**config.mk**
```make
export PLATFORM = sky130hd
export DESIGN_NAME = capture_block_deframer
export DESIGN_NICKNAME = d
export VERILOG_FILES = /design/src/hw/rtl/cbd_pkg.sv /design/src/hw/rtl/cbd_step.sv /design/src/hw/rtl/capture_block_deframer.sv
export SDC_FILE = /design/constraint.sdc
export NUM_CORES = 1
export LEC_CHECK = 0
export BUFFER_PORTS_ARGS = -buffer_cell sky130_fd_sc_hd__buf_2
export CORE_ASPECT_RATIO = 1.2
export CORE_MARGIN = 4
export CORE_UTILIZATION = 50
export DETAILED_ROUTE_END_ITERATION = 16
export HOLD_SLACK_MARGIN = 0.08
export PLACE_DENSITY = 0.73
export REMOVE_ABC_BUFFERS = 1
export SLEW_MARGIN = 20
export SYNTH_ARGS = -nofsm -noshare
export SYNTH_HDL_FRONTEND = slang
export SYNTH_HIERARCHICAL = 1
export SYNTH_SLANG_ARGS = --single-unit
export TNS_END_PERCENT = 1
```
**constraint.sdc**
```tcl
create_clock -name clk -period 7.62 [get_ports clk]
set_input_delay 0.762 -clock clk [delete_from_list [all_inputs] [get_ports clk]]
set_output_delay 0.762 -clock clk [all_outputs]
set_load 0.01 [all_outputs]
```
**src/hw/rtl/cbd_pkg.sv**
```systemverilog
//------------------------------------------------------------------------------
// cbd_pkg
// Shared types and constants for the capture block deframer.
//------------------------------------------------------------------------------
`default_nettype none

package cbd_pkg;

	localparam logic [31:0] ALIGN_BYTES = 32'd4;
	localparam logic [31:0] EMPTY_BYTES = 32'd12;
	localparam int ALIGN_SHIFT = $clog2(ALIGN_BYTES);
	localparam int WL_W = 32 - ALIGN_SHIFT;

	typedef enum logic [2:0] {
		PH_TYPE,
		PH_LEN,
		PH_BODY,
		PH_TAIL,
		PH_ERR
	} phase_t;

	typedef enum logic [1:0] {
		KIND_HEADER = 2'd0,
		KIND_BODY   = 2'd1,
		KIND_DONE   = 2'd2,
		KIND_ERROR  = 2'd3
	} kind_t;

	typedef enum logic [1:0] {
		ERR_NONE      = 2'd0,
		ERR_BAD_SIZE  = 2'd1,
		ERR_TRUNCATED = 2'd2
	} err_t;

	typedef struct packed {
		kind_t       kind;
		logic [31:0] block_type;
		logic [31:0] body_length;
		logic [31:0] body_word;
		logic        last_body;
		logic [31:0] block_index;
		err_t        error_code;
	} res_t;

	typedef struct packed {
		logic emit;
		logic in_error;
	} step_status_t;

endpackage

`default_nettype wire

```
**src/hw/rtl/cbd_step.sv**
```systemverilog
//------------------------------------------------------------------------------
// cbd_step
// Block framing state and per-item result logic.
//------------------------------------------------------------------------------
`default_nettype none

module cbd_step (
	input  wire logic              clk,
	input  wire logic              arst_n,
	input  wire logic              fire,
	input  wire logic [31:0]       data_word,
	input  wire logic              stream_end,
	input  wire logic              pass_body,
	output cbd_pkg::res_t          res,
	output cbd_pkg::step_status_t  status
);

	cbd_pkg::phase_t              phase_q, phase_d;
	logic [31:0]                  held_type_q, held_type_d;
	logic [31:0]                  held_length_q, held_length_d;
	logic [cbd_pkg::WL_W-1:0]     words_left_q, words_left_d;
	logic [31:0]                  blocks_done_q, blocks_done_d;

	logic [31:0]                  word_body_bytes;
	logic [31:0]                  held_body_bytes;
	logic [cbd_pkg::WL_W-1:0]     wl_dec;
	logic                         len_bad;
	logic                         emit;

	assign word_body_bytes = data_word - cbd_pkg::EMPTY_BYTES;
	assign held_body_bytes = held_length_q - cbd_pkg::EMPTY_BYTES;
	assign wl_dec          = words_left_q - {{(cbd_pkg::WL_W-1){1'b0}}, 1'b1};
	assign len_bad         = (data_word[cbd_pkg::ALIGN_SHIFT-1:0] != '0) ||
	                         (data_word < cbd_pkg::EMPTY_BYTES);

	// next state
	always_comb begin
		phase_d       = phase_q;
		held_type_d   = held_type_q;
		held_length_d = held_length_q;
		words_left_d  = words_left_q;
		blocks_done_d = blocks_done_q;
		if (stream_end) begin
			if (phase_q != cbd_pkg::PH_TYPE) begin
				phase_d = cbd_pkg::PH_ERR;
			end
		end else begin
			unique case (phase_q)
				cbd_pkg::PH_TYPE: begin
					held_type_d = data_word;
					phase_d     = cbd_pkg::PH_LEN;
				end
				cbd_pkg::PH_LEN: begin
					if (len_bad) begin
						phase_d = cbd_pkg::PH_ERR;
					end else begin
						held_length_d = data_word;
						words_left_d  = word_body_bytes[31:cbd_pkg::ALIGN_SHIFT];
						phase_d = (word_body_bytes[31:cbd_pkg::ALIGN_SHIFT] != '0) ?
						          cbd_pkg::PH_BODY : cbd_pkg::PH_TAIL;
					end
				end
				cbd_pkg::PH_BODY: begin
					words_left_d = wl_dec;
					if (wl_dec == '0) begin
						phase_d = cbd_pkg::PH_TAIL;
					end
				end
				cbd_pkg::PH_TAIL: begin
					if (data_word != held_length_q) begin
						phase_d = cbd_pkg::PH_ERR;
					end else begin
						blocks_done_d = blocks_done_q + 32'd1;
						phase_d       = cbd_pkg::PH_TYPE;
					end
				end
				default: begin
					phase_d = cbd_pkg::PH_ERR;
				end
			endcase
		end
		if (phase_q == cbd_pkg::PH_ERR) begin
			phase_d       = cbd_pkg::PH_ERR;
			held_type_d   = held_type_q;
			held_length_d = held_length_q;
			words_left_d  = words_left_q;
			blocks_done_d = blocks_done_q;
		end
	end

	// result
	always_comb begin
		emit            = 1'b0;
		res.kind        = cbd_pkg::KIND_ERROR;
		res.block_type  = held_type_q;
		res.body_length = '0;
		res.body_word   = '0;
		res.last_body   = 1'b0;
		res.block_index = blocks_done_q;
		res.error_code  = cbd_pkg::ERR_NONE;
		if (phase_q == cbd_pkg::PH_ERR) begin
			emit = 1'b0;
		end else if (stream_end) begin
			if (phase_q != cbd_pkg::PH_TYPE) begin
				emit           = 1'b1;
				res.error_code = cbd_pkg::ERR_TRUNCATED;
			end
		end else begin
			unique case (phase_q)
				cbd_pkg::PH_LEN: begin
					emit = 1'b1;
					if (len_bad) begin
						res.error_code = cbd_pkg::ERR_BAD_SIZE;
					end else begin
						res.kind        = cbd_pkg::KIND_HEADER;
						res.body_length = word_body_bytes;
					end
				end
				cbd_pkg::PH_BODY: begin
					emit            = pass_body;
					res.kind        = cbd_pkg::KIND_BODY;
					res.body_length = held_body_bytes;
					res.body_word   = data_word;
					res.last_body   = (wl_dec == '0);
				end
				cbd_pkg::PH_TAIL: begin
					emit = 1'b1;
					if (data_word != held_length_q) begin
						res.error_code = cbd_pkg::ERR_BAD_SIZE;
					end else begin
						res.kind        = cbd_pkg::KIND_DONE;
						res.body_length = held_body_bytes;
					end
				end
				default: begin
					emit = 1'b0;
				end
			endcase
		end
	end

	assign status.emit     = emit;
	assign status.in_error = (phase_q == cbd_pkg::PH_ERR);

	always_ff @(posedge clk or negedge arst_n) begin
		if (!arst_n) begin
			phase_q       <= cbd_pkg::PH_TYPE;
			held_type_q   <= '0;
			held_length_q <= '0;
			words_left_q  <= '0;
			blocks_done_q <= '0;
		end else if (fire) begin
			phase_q       <= phase_d;
			held_type_q   <= held_type_d;
			held_length_q <= held_length_d;
			words_left_q  <= words_left_d;
			blocks_done_q <= blocks_done_d;
		end
	end

endmodule

`default_nettype wire

```
**src/hw/rtl/capture_block_deframer.sv**
```systemverilog
//------------------------------------------------------------------------------
// capture_block_deframer
// Splits a stream of 32-bit words into capture-file blocks and checks sizes.
//------------------------------------------------------------------------------
// channel   direction  handshake          payload
// in        input      in_valid/in_stall  data_word, stream_end
// out       output     out_valid/out_stall result_kind .. error_code
// cfg       input      cfg_wr_en          cfg_wr_data (pass_body)
//
// one item per cycle sustained while out_stall is low; an accepted item passes
// the input register and then the result register around the framing logic
// reset clears framing state, counter and pass_body (to 1)
// a stalled result holds the result register; the input register still
// takes an item while the result register is being drained
//------------------------------------------------------------------------------
`default_nettype none

module capture_block_deframer (
	input  wire logic        clk,
	input  wire logic        arst_n,
	input  wire logic        cfg_wr_en,
	input  wire logic        cfg_wr_data,
	input  wire logic        in_valid,
	output logic             in_stall,
	input  wire logic [31:0] data_word,
	input  wire logic        stream_end,
	output logic             out_valid,
	input  wire logic        out_stall,
	output logic [1:0]       result_kind,
	output logic [31:0]      block_type,
	output logic [31:0]      body_length,
	output logic [31:0]      body_word,
	output logic             last_body,
	output logic [31:0]      block_index,
	output logic [1:0]       error_code
);

	logic                  pass_body_q;
	logic                  valid_s1;
	logic [31:0]           data_word_s1;
	logic                  stream_end_s1;
	logic                  out_valid_q;
	cbd_pkg::res_t         res_q;
	cbd_pkg::res_t         step_res;
	cbd_pkg::step_status_t step_st;
	logic                  out_free;
	logic                  fire;

	assign out_free = !out_valid_q || !out_stall;
	assign fire     = valid_s1 && out_free;
	assign in_stall = valid_s1 && !out_free;

	always_ff @(posedge clk or negedge arst_n) begin
		if (!arst_n) begin
			pass_body_q <= 1'b1;
		end else if (cfg_wr_en) begin
			pass_body_q <= cfg_wr_data;
		end
	end

	// input register
	always_ff @(posedge clk or negedge arst_n) begin
		if (!arst_n) begin
			valid_s1 <= 1'b0;
		end else if (!in_stall) begin
			valid_s1 <= in_valid;
		end
	end

	always_ff @(posedge clk) begin
		if (!in_stall && in_valid) begin
			data_word_s1  <= data_word;
			stream_end_s1 <= stream_end;
		end
	end

	cbd_step u_step (
		.clk        (clk),
		.arst_n     (arst_n),
		.fire       (fire),
		.data_word  (data_word_s1),
		.stream_end (stream_end_s1),
		.pass_body  (pass_body_q),
		.res        (step_res),
		.status     (step_st)
	);

	// result register
	always_ff @(posedge clk or negedge arst_n) begin
		if (!arst_n) begin
			out_valid_q <= 1'b0;
		end else if (out_free) begin
			out_valid_q <= fire && step_st.emit;
		end
	end

	always_ff @(posedge clk) begin
		if (out_free && fire && step_st.emit) begin
			res_q <= step_res;
		end
	end

	assign out_valid   = out_valid_q;
	assign result_kind = res_q.kind;
	assign block_type  = res_q.block_type;
	assign body_length = res_q.body_length;
	assign body_word   = res_q.body_word;
	assign last_body   = res_q.last_body;
	assign block_index = res_q.block_index;
	assign error_code  = res_q.error_code;

	a_err_has_code: assert property (@(posedge clk) disable iff (!arst_n)
		out_valid_q && (res_q.kind == cbd_pkg::KIND_ERROR) |->
		(res_q.error_code != cbd_pkg::ERR_NONE))
		else $error("error item without error code");

	a_ok_no_code: assert property (@(posedge clk) disable iff (!arst_n)
		out_valid_q && (res_q.kind != cbd_pkg::KIND_ERROR) |->
		(res_q.error_code == cbd_pkg::ERR_NONE))
		else $error("non-error item carries error code");

	a_silent_after_err: assert property (@(posedge clk) disable iff (!arst_n)
		step_st.in_error |-> !(fire && step_st.emit))
		else $error("item produced after sticky error");

	a_stall_only_when_full: assert property (@(posedge clk) disable iff (!arst_n)
		in_stall |-> (valid_s1 && out_valid_q && out_stall))
		else $error("input stalled with room downstream");

endmodule

`default_nettype wire

```
==> results of run 1 <==
layout make-up:
class                           count  share of cell area
Clock buffer                       37              0.0518
Clock inverter                     19             0.00856
Inverter                           20             0.00475
Multi-Input combinational cell    745               0.320
Sequential cell                   298               0.525
Tap cell                          340              0.0269
Timing Repair Buffer              183              0.0633
metrics by stage:
stage / hold WS (ns) / instance area [sq um]
6_report: 0.234 / 15800
5_1_grt: 0.297 / 15800
4_1_cts: 0.251 / 15800
3_5_place_dp: 0.428 / 14800
3_3_place_gp: 0.427 / 14800
2_1_floorplan: 0.421 / 13400
flip-flops by register name (all words and copies together), names as in the netlist:
signal                cells
u_step/blocks_done_q     32
block_index              32
valid_s1                  1
data_word_s1             32
block_type               32
u_step/held_type_q       32
stream_end_s1             1
result_kind               2
pass_body_q               1
out_valid                 1
error_code                2
body_word                32
u_step/phase_q            3
last_body                 1
u_step/held_length_q     32
u_step/words_left_q      30
body_length              32
critical path, cell delays in order (launching register included):
cell	delay (ns)
edfxtp_1	0.57
xnor2_1	0.29
nand4_1	0.13
or4_4	0.56
nor4_2	0.57
nand4_1	0.65
nor4_1	0.53
xor2_1	0.19
layer usage:
layer | GRT usage | part of all wire | vias to the layer above | wire length (um)
met4 | 0.0758 | 0.036 | 0 | 1220
met1 | 0.297 | 0.42 | 4788 | 14400
li1 | - | - | 4448 | -
met3 | 0.0373 | 0.068 | 79 | 2320
met2 | 0.358 | 0.47 | 398 | 16200
met5 | 0 | 0 | - | 0
power by group through the flow:
stage	Sequential, mW	Combinational, mW	Clock (mW)
after floorplan	2.19	0.685	0
after global placement	2.22	0.939	0
after detailed placement	2.23	0.960	0
after CTS	2.21	0.966	1.44
after global routing	2.24	1.06	1.51
final	2.21	0.977	1.41
how the worst max path moves through the flow:
stage / endpoint / slack [ns] / depth (start not counted)
5_1_grt: u_step/blocks_done_q[26]$_DFFE_PN0P_ / 3.85 / 7
4_1_cts: block_type[1]$_DFFE_PP_ / 4.00 / 5
3_5_place_dp: body_length[1]$_DFFE_PP_ / 4.03 / 5
3_3_place_gp: body_length[1]$_DFFE_PP_ / 4.04 / 5
2_1_floorplan: block_index[0]$_DFFE_PP_ / -0.57 / 4
6_report: u_step/blocks_done_q[22]$_DFFE_PN0P_ / 4.05 / 7
==> impl_metrics.toml, run 1 <==
[sta]
clock-skew-final_ns = 0.0148
fmax_ghz = 0.280
period_needed_ns = 3.57
finalWorstSetupSlack_ns = 4.05
final.setup.tns_ns = 0
worst_slew_pin_slew_ns = 0.991
final_hold_viol_count = 0
finalSetupViolations = 0
slew_headroom = 0.339
timing.final.crit_share = 0.469
drv_slew = 0
rsz0062_at_grt = "false"

[global_routing]
grt.overflow.total = 0
antenna_found_initial = 0
grt_pass1_vias = 9403
grtUsageTotal = 0.218
grt_max_degree = 99
grt_first_pass_wirelength_um = 52800

[floorplan]
num_io_pins = 174
die_area_sq_um = 30200
initial_core_util = 0.507
num_rows = 66
die_x_um = 159
coreArea_sq_um = 27100
fp.dieH_um = 190

[finish]
num_antenna_cells = 0
fin_nets = 1323
area_growth_syn_to_layout_pct = 15.0
drive_gt1_frac = 0.244
layout_commonest_cell = "buf_2"
multi_input_area_sq_um = 5050
fill_cells = 2211
layout.cells.non_filler = 1642
ff_latch_area_sq_um = 8290
most-common-layout-cells = "buf_2 (172), edfxtp_1 (166), nor2_1 (134), dfrtp_1 (131), xor2_1 (64)"
final_core_util = 0.583

[pwr]
leakage_nw = 6.43
seqPwrFrac = 0.481
power.switching_mw = 1.40
ir_drop_uv = 195
cell_internal_pwr_mw = 3.20
p_sw_frac = 0.304
p_comb_frac = 0.212
p_per_area_nw_per_um2 = 291
clkPwrFrac = 0.307
power.total_mw = 4.60

[clock_tree]
cts_sinks = 298
clk-insertion-delay-late_ns = 0.55
cts_tree = "yes"
cts_buffers = 30
cts_setup_buffers = 0
cts_buffer_depth = 3
cts.clk_slew.worst_paths_ns = 0.06
h-tree-depth = 1
clockRootBuffer = "clkbuf_16"
ctsResizeCount = 0
ctsHoldBuffers = 0

[place]
dp.cells = 1585
dp_hpwl_um = 23200
port_buffers = 173
dp_slack_ns = 4.03
gp_congestion = 0.920

[routing]
first_iter_violations = 895
vias_per_cell = 5.92
vias = 9713
wirelength_um = 34100
ant_nets = 0
first_pass_iters = 5
post_drt_wl_per_cell_um = 20.8
drc = 0

[critical_path]
timing.rr.start = "data_word_s1[7]$_DFFE_PP_"
endpoint_kind = "flip-flop"
required_ns = 8.09
cp-start-kind = "flip-flop"
cp.arrival_ns = 4.04
cp-startpoint = "data_word_s1[7]$_DFFE_PP_"
rrSetupSlack_ns = 4.05
r2r_cells = 7
reg2reg_to = "u_step/blocks_done_q[22]$_DFFE_PN0P_"
critical_path.max_fanout = 14
crit_type = "flip-flop to flip-flop"

[job]
maxCapViolCount = 0

[logic_synthesis]
syn_area_sq_um = 13700
synth.avg_cell_area_sq_um = 12.0
syn-instance-count = 1143
ys_warn_count = 6

[hold_path]
hp-class = "input port to asynchronous set/reset pin"

[status]
status = "finished, final reports clean"
Power figures use the tool's default switching activity.
==> run 2, diff against run 1 <==
- clock period: 7.62 -> 3.2 ns (I/O delays scaled with it)
==> run 2 against run 1 <==
Clock-buffer cell count rose by 2. Sequential power rose by 140%. Hold slack improved by 0.11 ns. Critical path type unchanged. First-iteration DRC count fell by 8.3%. Routed wire length rose by 5.3%. Cell count rose by 5.5%. Clock power rose by 140%. Power rose by 140%. Clock skew fell by 0.0019 ns. Register-to-register slack got worse by 3.9 ns. Largest cell class unchanged. Flip-flop and latch count did not move. Non-clock buffer count rose by 94.
==> impl_metrics.toml, run 2 (synthesis gave the netlist of run 1 again) <==
[sta]
rsz0062_at_grt = "false"
worst_slew_pin_slew_ns = 1.03
period_needed_ns = 3.05
finalSetupViolations = 0
fmax_ghz = 0.328
timing.final.crit_share = 0.952
drv_slew = 0
slew_headroom = 0.313
final_hold_viol_count = 0
clock-skew-final_ns = 0.0129
whs_ns = 0.343
finalWorstSetupSlack_ns = 0.154

[finish]
final_core_util = 0.613
layout_commonest_cell = "buf_2"
drive_gt1_frac = 0.261
area_growth_syn_to_layout_pct = 20.9
most-common-layout-cells = "buf_2 (172), edfxtp_1 (166), nor2_1 (134), dfrtp_1 (131), xor2_1 (64)"
num_antenna_cells = 0
fin_nets = 1416

[global_routing]
grt_max_degree = 65
grt_first_pass_wirelength_um = 56500
antenna_found_initial = 0
grtUsageTotal = 0.234
grt_pass1_vias = 10100
grt.overflow.total = 0

[routing]
first_iter_violations = 821
vias = 10200
ant_nets = 0
vias_per_cell = 5.87
wirelength_um = 35900
first_pass_iters = 7
post_drt_wl_per_cell_um = 20.7
drc = 0

[hold_path]
hp-class = "input port to asynchronous set/reset pin"

[clock_tree]
clk-insertion-delay-late_ns = 0.57
clockRootBuffer = "clkbuf_16"
cts.clk_slew.worst_paths_ns = 0.07
cts_buffers = 29
cts_buffer_depth = 3
cts_sinks = 298
cts_tree = "yes"
ctsResizeCount = 0
h-tree-depth = 1

[pwr]
leakage_nw = 6.86
ir_drop_uv = 530
p_per_area_nw_per_um2 = 672

[place]
gp_congestion = 0.921
port_buffers = 173
dp_slack_ns = 0.227
dp_hpwl_um = 24800

[critical_path]
cp-startpoint = "u_step/held_length_q[23]$_DFFE_PN0P_"
critical_path.max_fanout = 9
endpoint_kind = "flip-flop"
required_ns = 3.68
reg2reg_to = "u_step/blocks_done_q[31]$_DFFE_PN0P_"
timing.rr.start = "u_step/held_length_q[23]$_DFFE_PN0P_"
r2r_cells = 7
rrSetupSlack_ns = 0.15
cp-start-kind = "flip-flop"
crit_type = "flip-flop to flip-flop"
cp.arrival_ns = 3.52

[floorplan]
die_x_um = 159
die_area_sq_um = 30200
fp.dieH_um = 190
num_rows = 66
coreArea_sq_um = 27100
num_io_pins = 174
initial_core_util = 0.507

[status]
status = "finished, final reports clean"

[job]
maxCapViolCount = 0
run 2: changes by cell type in the layout (fill, tap and decap cells not counted), sizes merged, moves of 2 or more:
cell,before,now
inv,23,21
clkbuf,37,39
dlygate4sd3,0,39
clkinv,12,7
bufinv,1,3
buf,183,238
run 2: how the worst max path moves through the flow:
stage | to | slack (ns) | cells after the start
6_report | u_step/blocks_done_q[31]$_DFFE_PN0P_ | 0.15 | 7
5_1_grt | u_step/phase_q[0]$_DFFE_PN0P_ | 0.07 | 8
4_1_cts | u_step/blocks_done_q[31]$_DFFE_PN0P_ | 0.20 | 7
3_5_place_dp | u_step/blocks_done_q[31]$_DFFE_PN0P_ | 0.23 | 7
3_3_place_gp | u_step/blocks_done_q[31]$_DFFE_PN0P_ | 0.29 | 7
2_1_floorplan | block_index[0]$_DFFE_PP_ | -4.99 | 4
run 2: critical path, stage by stage (launching register included):
cell and delay [ns]:
dfrtp_1 0.44, xnor2_1 0.40, nand4_1 0.15, or4_4 0.53, or3_1 0.45, or4_4 0.62
nor4_4 0.18, xor2_1 0.17
run 2: power by group:
group | leakage, nW | internal (mW) | switching (mW) | total (mW)
Combinational | 3.16 | 1.18 | 1.38 | 2.56
Sequential | 3.25 | 4.69 | 0.519 | 5.21
Clock | 0.448 | 1.94 | 1.45 | 3.39
Total | 6.86 | 7.81 | 3.35 | 11.2
run 2: metrics by stage:
step,total power [mW],TNS (ns),std cells,instance area [sq um]
2_1_floorplan,6.86,-686.18,1063,13400
3_3_place_gp,7.68,0,1641,15300
3_5_place_dp,7.75,0,1641,15300
5_1_grt,11.7,0,1732,16600
4_1_cts,11.2,0,1732,16600
6_report,11.2,0,1732,16600
run 2: per-layer routing:
metal	up-vias	GRT usage	routed length (um)
met1	4986	0.308	14800
met4	0	0.110	1630
li1	4640	-	-
met5	-	0	0
met2	449	0.379	16800
met3	95	0.0444	2610
run 2: repair_timing:
item                                   4_1_cts  5_1_grt
setup endpoints to repair                    0        0
endpoints found under the hold margin       97        0
setup buffers                                0        0
hold buffers                                39        0
run 2: cell type report:
class / count / area [sq um]
fillers: 2103 / 10500
inverters: 20 / 75.1
clock buffers: 39 / 773
well taps: 340 / 425
flip-flops and latches: 298 / 8290
clock inverters: 13 / 160
repair buffers: 277 / 1830
multi-input cells: 745 / 5050
==> run 3, diff against run 2 <==
- CORE_MARGIN: 4 -> default
- MAX_ROUTING_LAYER: default -> met4
- SYNTH_HIERARCHICAL: 1 -> default
==> run 3 against run 2 <==
Hold slack better by 0.027 ns. Clock-buffer cell count increased by 4. Via count is 2.2% higher. Non-clock buffer count shrank 3. Cell count grew 3.3%. Clock skew grew 0.010 ns. Core utilization is 0.081 points higher. Highest routed layer unchanged. First-iteration DRC count fell by 4.8%. Critical path type unchanged.
==> impl_metrics.toml, run 3 <==
[critical_path]
path_cells = "xnor2_1 > nand4_1 > nor4_1 > and4_2 > nand4_2 > nor4_1 > xor2_1"
critical_path.max_fanout = 15
cp.buffers_inverters = 0
cp.arrival_ns = 3.52
crit_type = "flip-flop to flip-flop"
cp-start-kind = "flip-flop"
timing.rr.start = "data_word_s1[21]$_DFFE_PP_"
required_ns = 3.68
cp_common_cell = "nor4_1"
cp-startpoint = "data_word_s1[21]$_DFFE_PP_"
critical-path-slowest-cell = "nor4_1"
endpoint_kind = "flip-flop"
max_stage_delay_ns = 0.54
critPathTopFamily = "simple AND/OR/NAND/NOR gates"

[sta]
fmax_ghz = 0.329
final.setup.tns_ns = 0
whs_ns = 0.370
timing.final.crit_share = 0.950
final_hold_viol_count = 0
finalWorstSetupSlack_ns = 0.159
slew_headroom = 0.318
rsz0062_at_grt = "false"
clock-skew-final_ns = 0.0232
finalSetupViolations = 0
worst_slew_pin_slew_ns = 1.02
period_needed_ns = 3.04
drv_slew = 0

[global_routing]
grt_first_pass_wirelength_um = 57800
grt.overflow.total = 0
grt_pass1_vias = 10300
grt_max_degree = 82
antenna_found_initial = 0
grtUsageTotal = 0.276

[place]
gp_congestion = 0.970
port_buffers = 173
dp_slack_ns = 0.174
dp.cells = 1700
dp_hpwl_um = 26500
place_area_sq_um = 15500

[finish]
final_area_sq_um = 16800
fill_cells = 2126
layout.cells.non_filler = 1790
fin_nets = 1439
drive_gt1_frac = 0.263
area_growth_syn_to_layout_pct = 20.0
most-common-layout-cells = "buf_2 (172), edfxtp_1 (166), dfrtp_1 (131), xnor2_1 (79), nor2_1 (75)"
layout_commonest_cell = "buf_2"
num_antenna_cells = 0
final_core_util = 0.614

[logic_synthesis]
synth.avg_cell_area_sq_um = 11.9
synth_edf_count = 166
synth-compound-area-share = 0.0806
yosys_most_used_dff = "edfxtp_1"
ys_warn_count = 0
yosys.area_share.adder = 0.00537
syn-instance-count = 1177
yosysMostFrequentCell = "edfxtp_1"
synth_area_leaders = "edfxtp_1 (36%), dfrtp_1 (23%), xnor2_1 (4.9%)"
yosysUniqueCellTypes = 79
async_flop_share = 0.443
synth_seq_cells = 298
synth.top_cell.area_share = 0.356
synth_mux_area_frac = 0.0467
synth-xor-area-share = 0.0758
synth_top_family_by_area = "simple AND/OR/NAND/NOR gates"
ys_top_cells_by_count = "edfxtp_1 (166), dfrtp_1 (131), xnor2_1 (79), nor2_1 (76), nand2_1 (72)"
yosysTopAreaCell = "edfxtp_1"
synth-simple-area-share = 0.163
syn_area_sq_um = 14000
yosysSeqAreaShare = 0.593

[routing]
wirelength_um = 37400
ant_nets = 0
vias_per_cell = 5.81
drc = 0
first_pass_iters = 5
first_iter_violations = 782
post_drt_wl_per_cell_um = 20.9
vias = 10400

[pwr]
cell_internal_pwr_mw = 8.12
ir_drop_uv = 494
power.switching_mw = 3.94
leakage_nw = 6.83
clkPwrFrac = 0.266
p_per_area_nw_per_um2 = 719
seqPwrFrac = 0.461
p_sw_frac = 0.327
p_comb_frac = 0.272
power.total_mw = 12.1

[hold_path]
hp-class = "input port to asynchronous set/reset pin"

[clock_tree]
cts_buffers = 28
cts_sinks = 298
clockRootBuffer = "clkbuf_16"
h-tree-depth = 1
cts_setup_buffers = 0
clk-insertion-delay-late_ns = 0.57
cts.clk_slew.worst_paths_ns = 0.07
cts_buffer_depth = 3
cts_tree = "yes"

[floorplan]
num_io_pins = 174
num_rows = 66
die_area_sq_um = 28600
coreArea_sq_um = 27300
fp.dieH_um = 185
initial_core_util = 0.512
die_x_um = 155

[status]
status = "finished, final reports clean"

[job]
maxCapViolCount = 0
-- run 3: timing repair --
item                                    CTS  global route
hold buffers                             38             0
endpoints found under the setup margin    0             2
gates resized for setup                   0             1
endpoints found under the hold margin   116             0
-- run 3: cell families (layout without fill, tap and decap cells) --
group | Yosys count | count (layout)
AOI/OAI and AO/OA | 175 | 175
xor gates and xnor gates | 121 | 121
adders and majority gates | 6 | 6
buffers and inverters | 115 | 354
DFF | 298 | 298
muxes | 58 | 58
and+or+nand+nor | 404 | 404
-- run 3: path summary, 6_finish.rpt --
kind | end | slack (ns) | depth (start not counted)
max in group asynchronous | pass_body_q$_DFFE_PN1P_ | 1.96 | 3
min | u_step.held_type_q[10]$_DFFE_PN0P_ | 0.37 | 2
min in group clk | block_type[14]$_DFFE_PP_ | 0.45 | 0
min reg2reg | block_type[14]$_DFFE_PP_ | 0.45 | 0
max | u_step.blocks_done_q[25]$_DFFE_PN0P_ | 0.16 | 7
max reg2reg | u_step.blocks_done_q[25]$_DFFE_PN0P_ | 0.16 | 7
-- run 3: routing by layer --
metal / wire length (um) / global-route usage
met5: 0 / -
met2: 17900 / 0.447
met4: 2270 / 0.162
met3: 1840 / 0.0342
met1: 15400 / 0.334
-- run 3: area by class of cell --
cell class              count  area (sq um)  share of cell area
well taps                 374           468              0.0279
multi-input cells         764          5230               0.312
clock buffers              43           817              0.0487
repair buffers            274          1790               0.107
clock inverters             9          81.3             0.00485
inverters                  28           105             0.00627
flip-flops and latches    298          8290               0.494
-- run 3: power by group through the flow --
stage	Sequential, mW	Clock, mW	Combinational, mW
2_1_floorplan	5.59	0	2.15
3_3_place_gp	5.57	0	3.14
3_5_place_dp	5.61	0	3.22
4_1_cts	5.54	3.24	3.27
5_1_grt	5.65	3.38	3.58
6_report	5.56	3.21	3.28
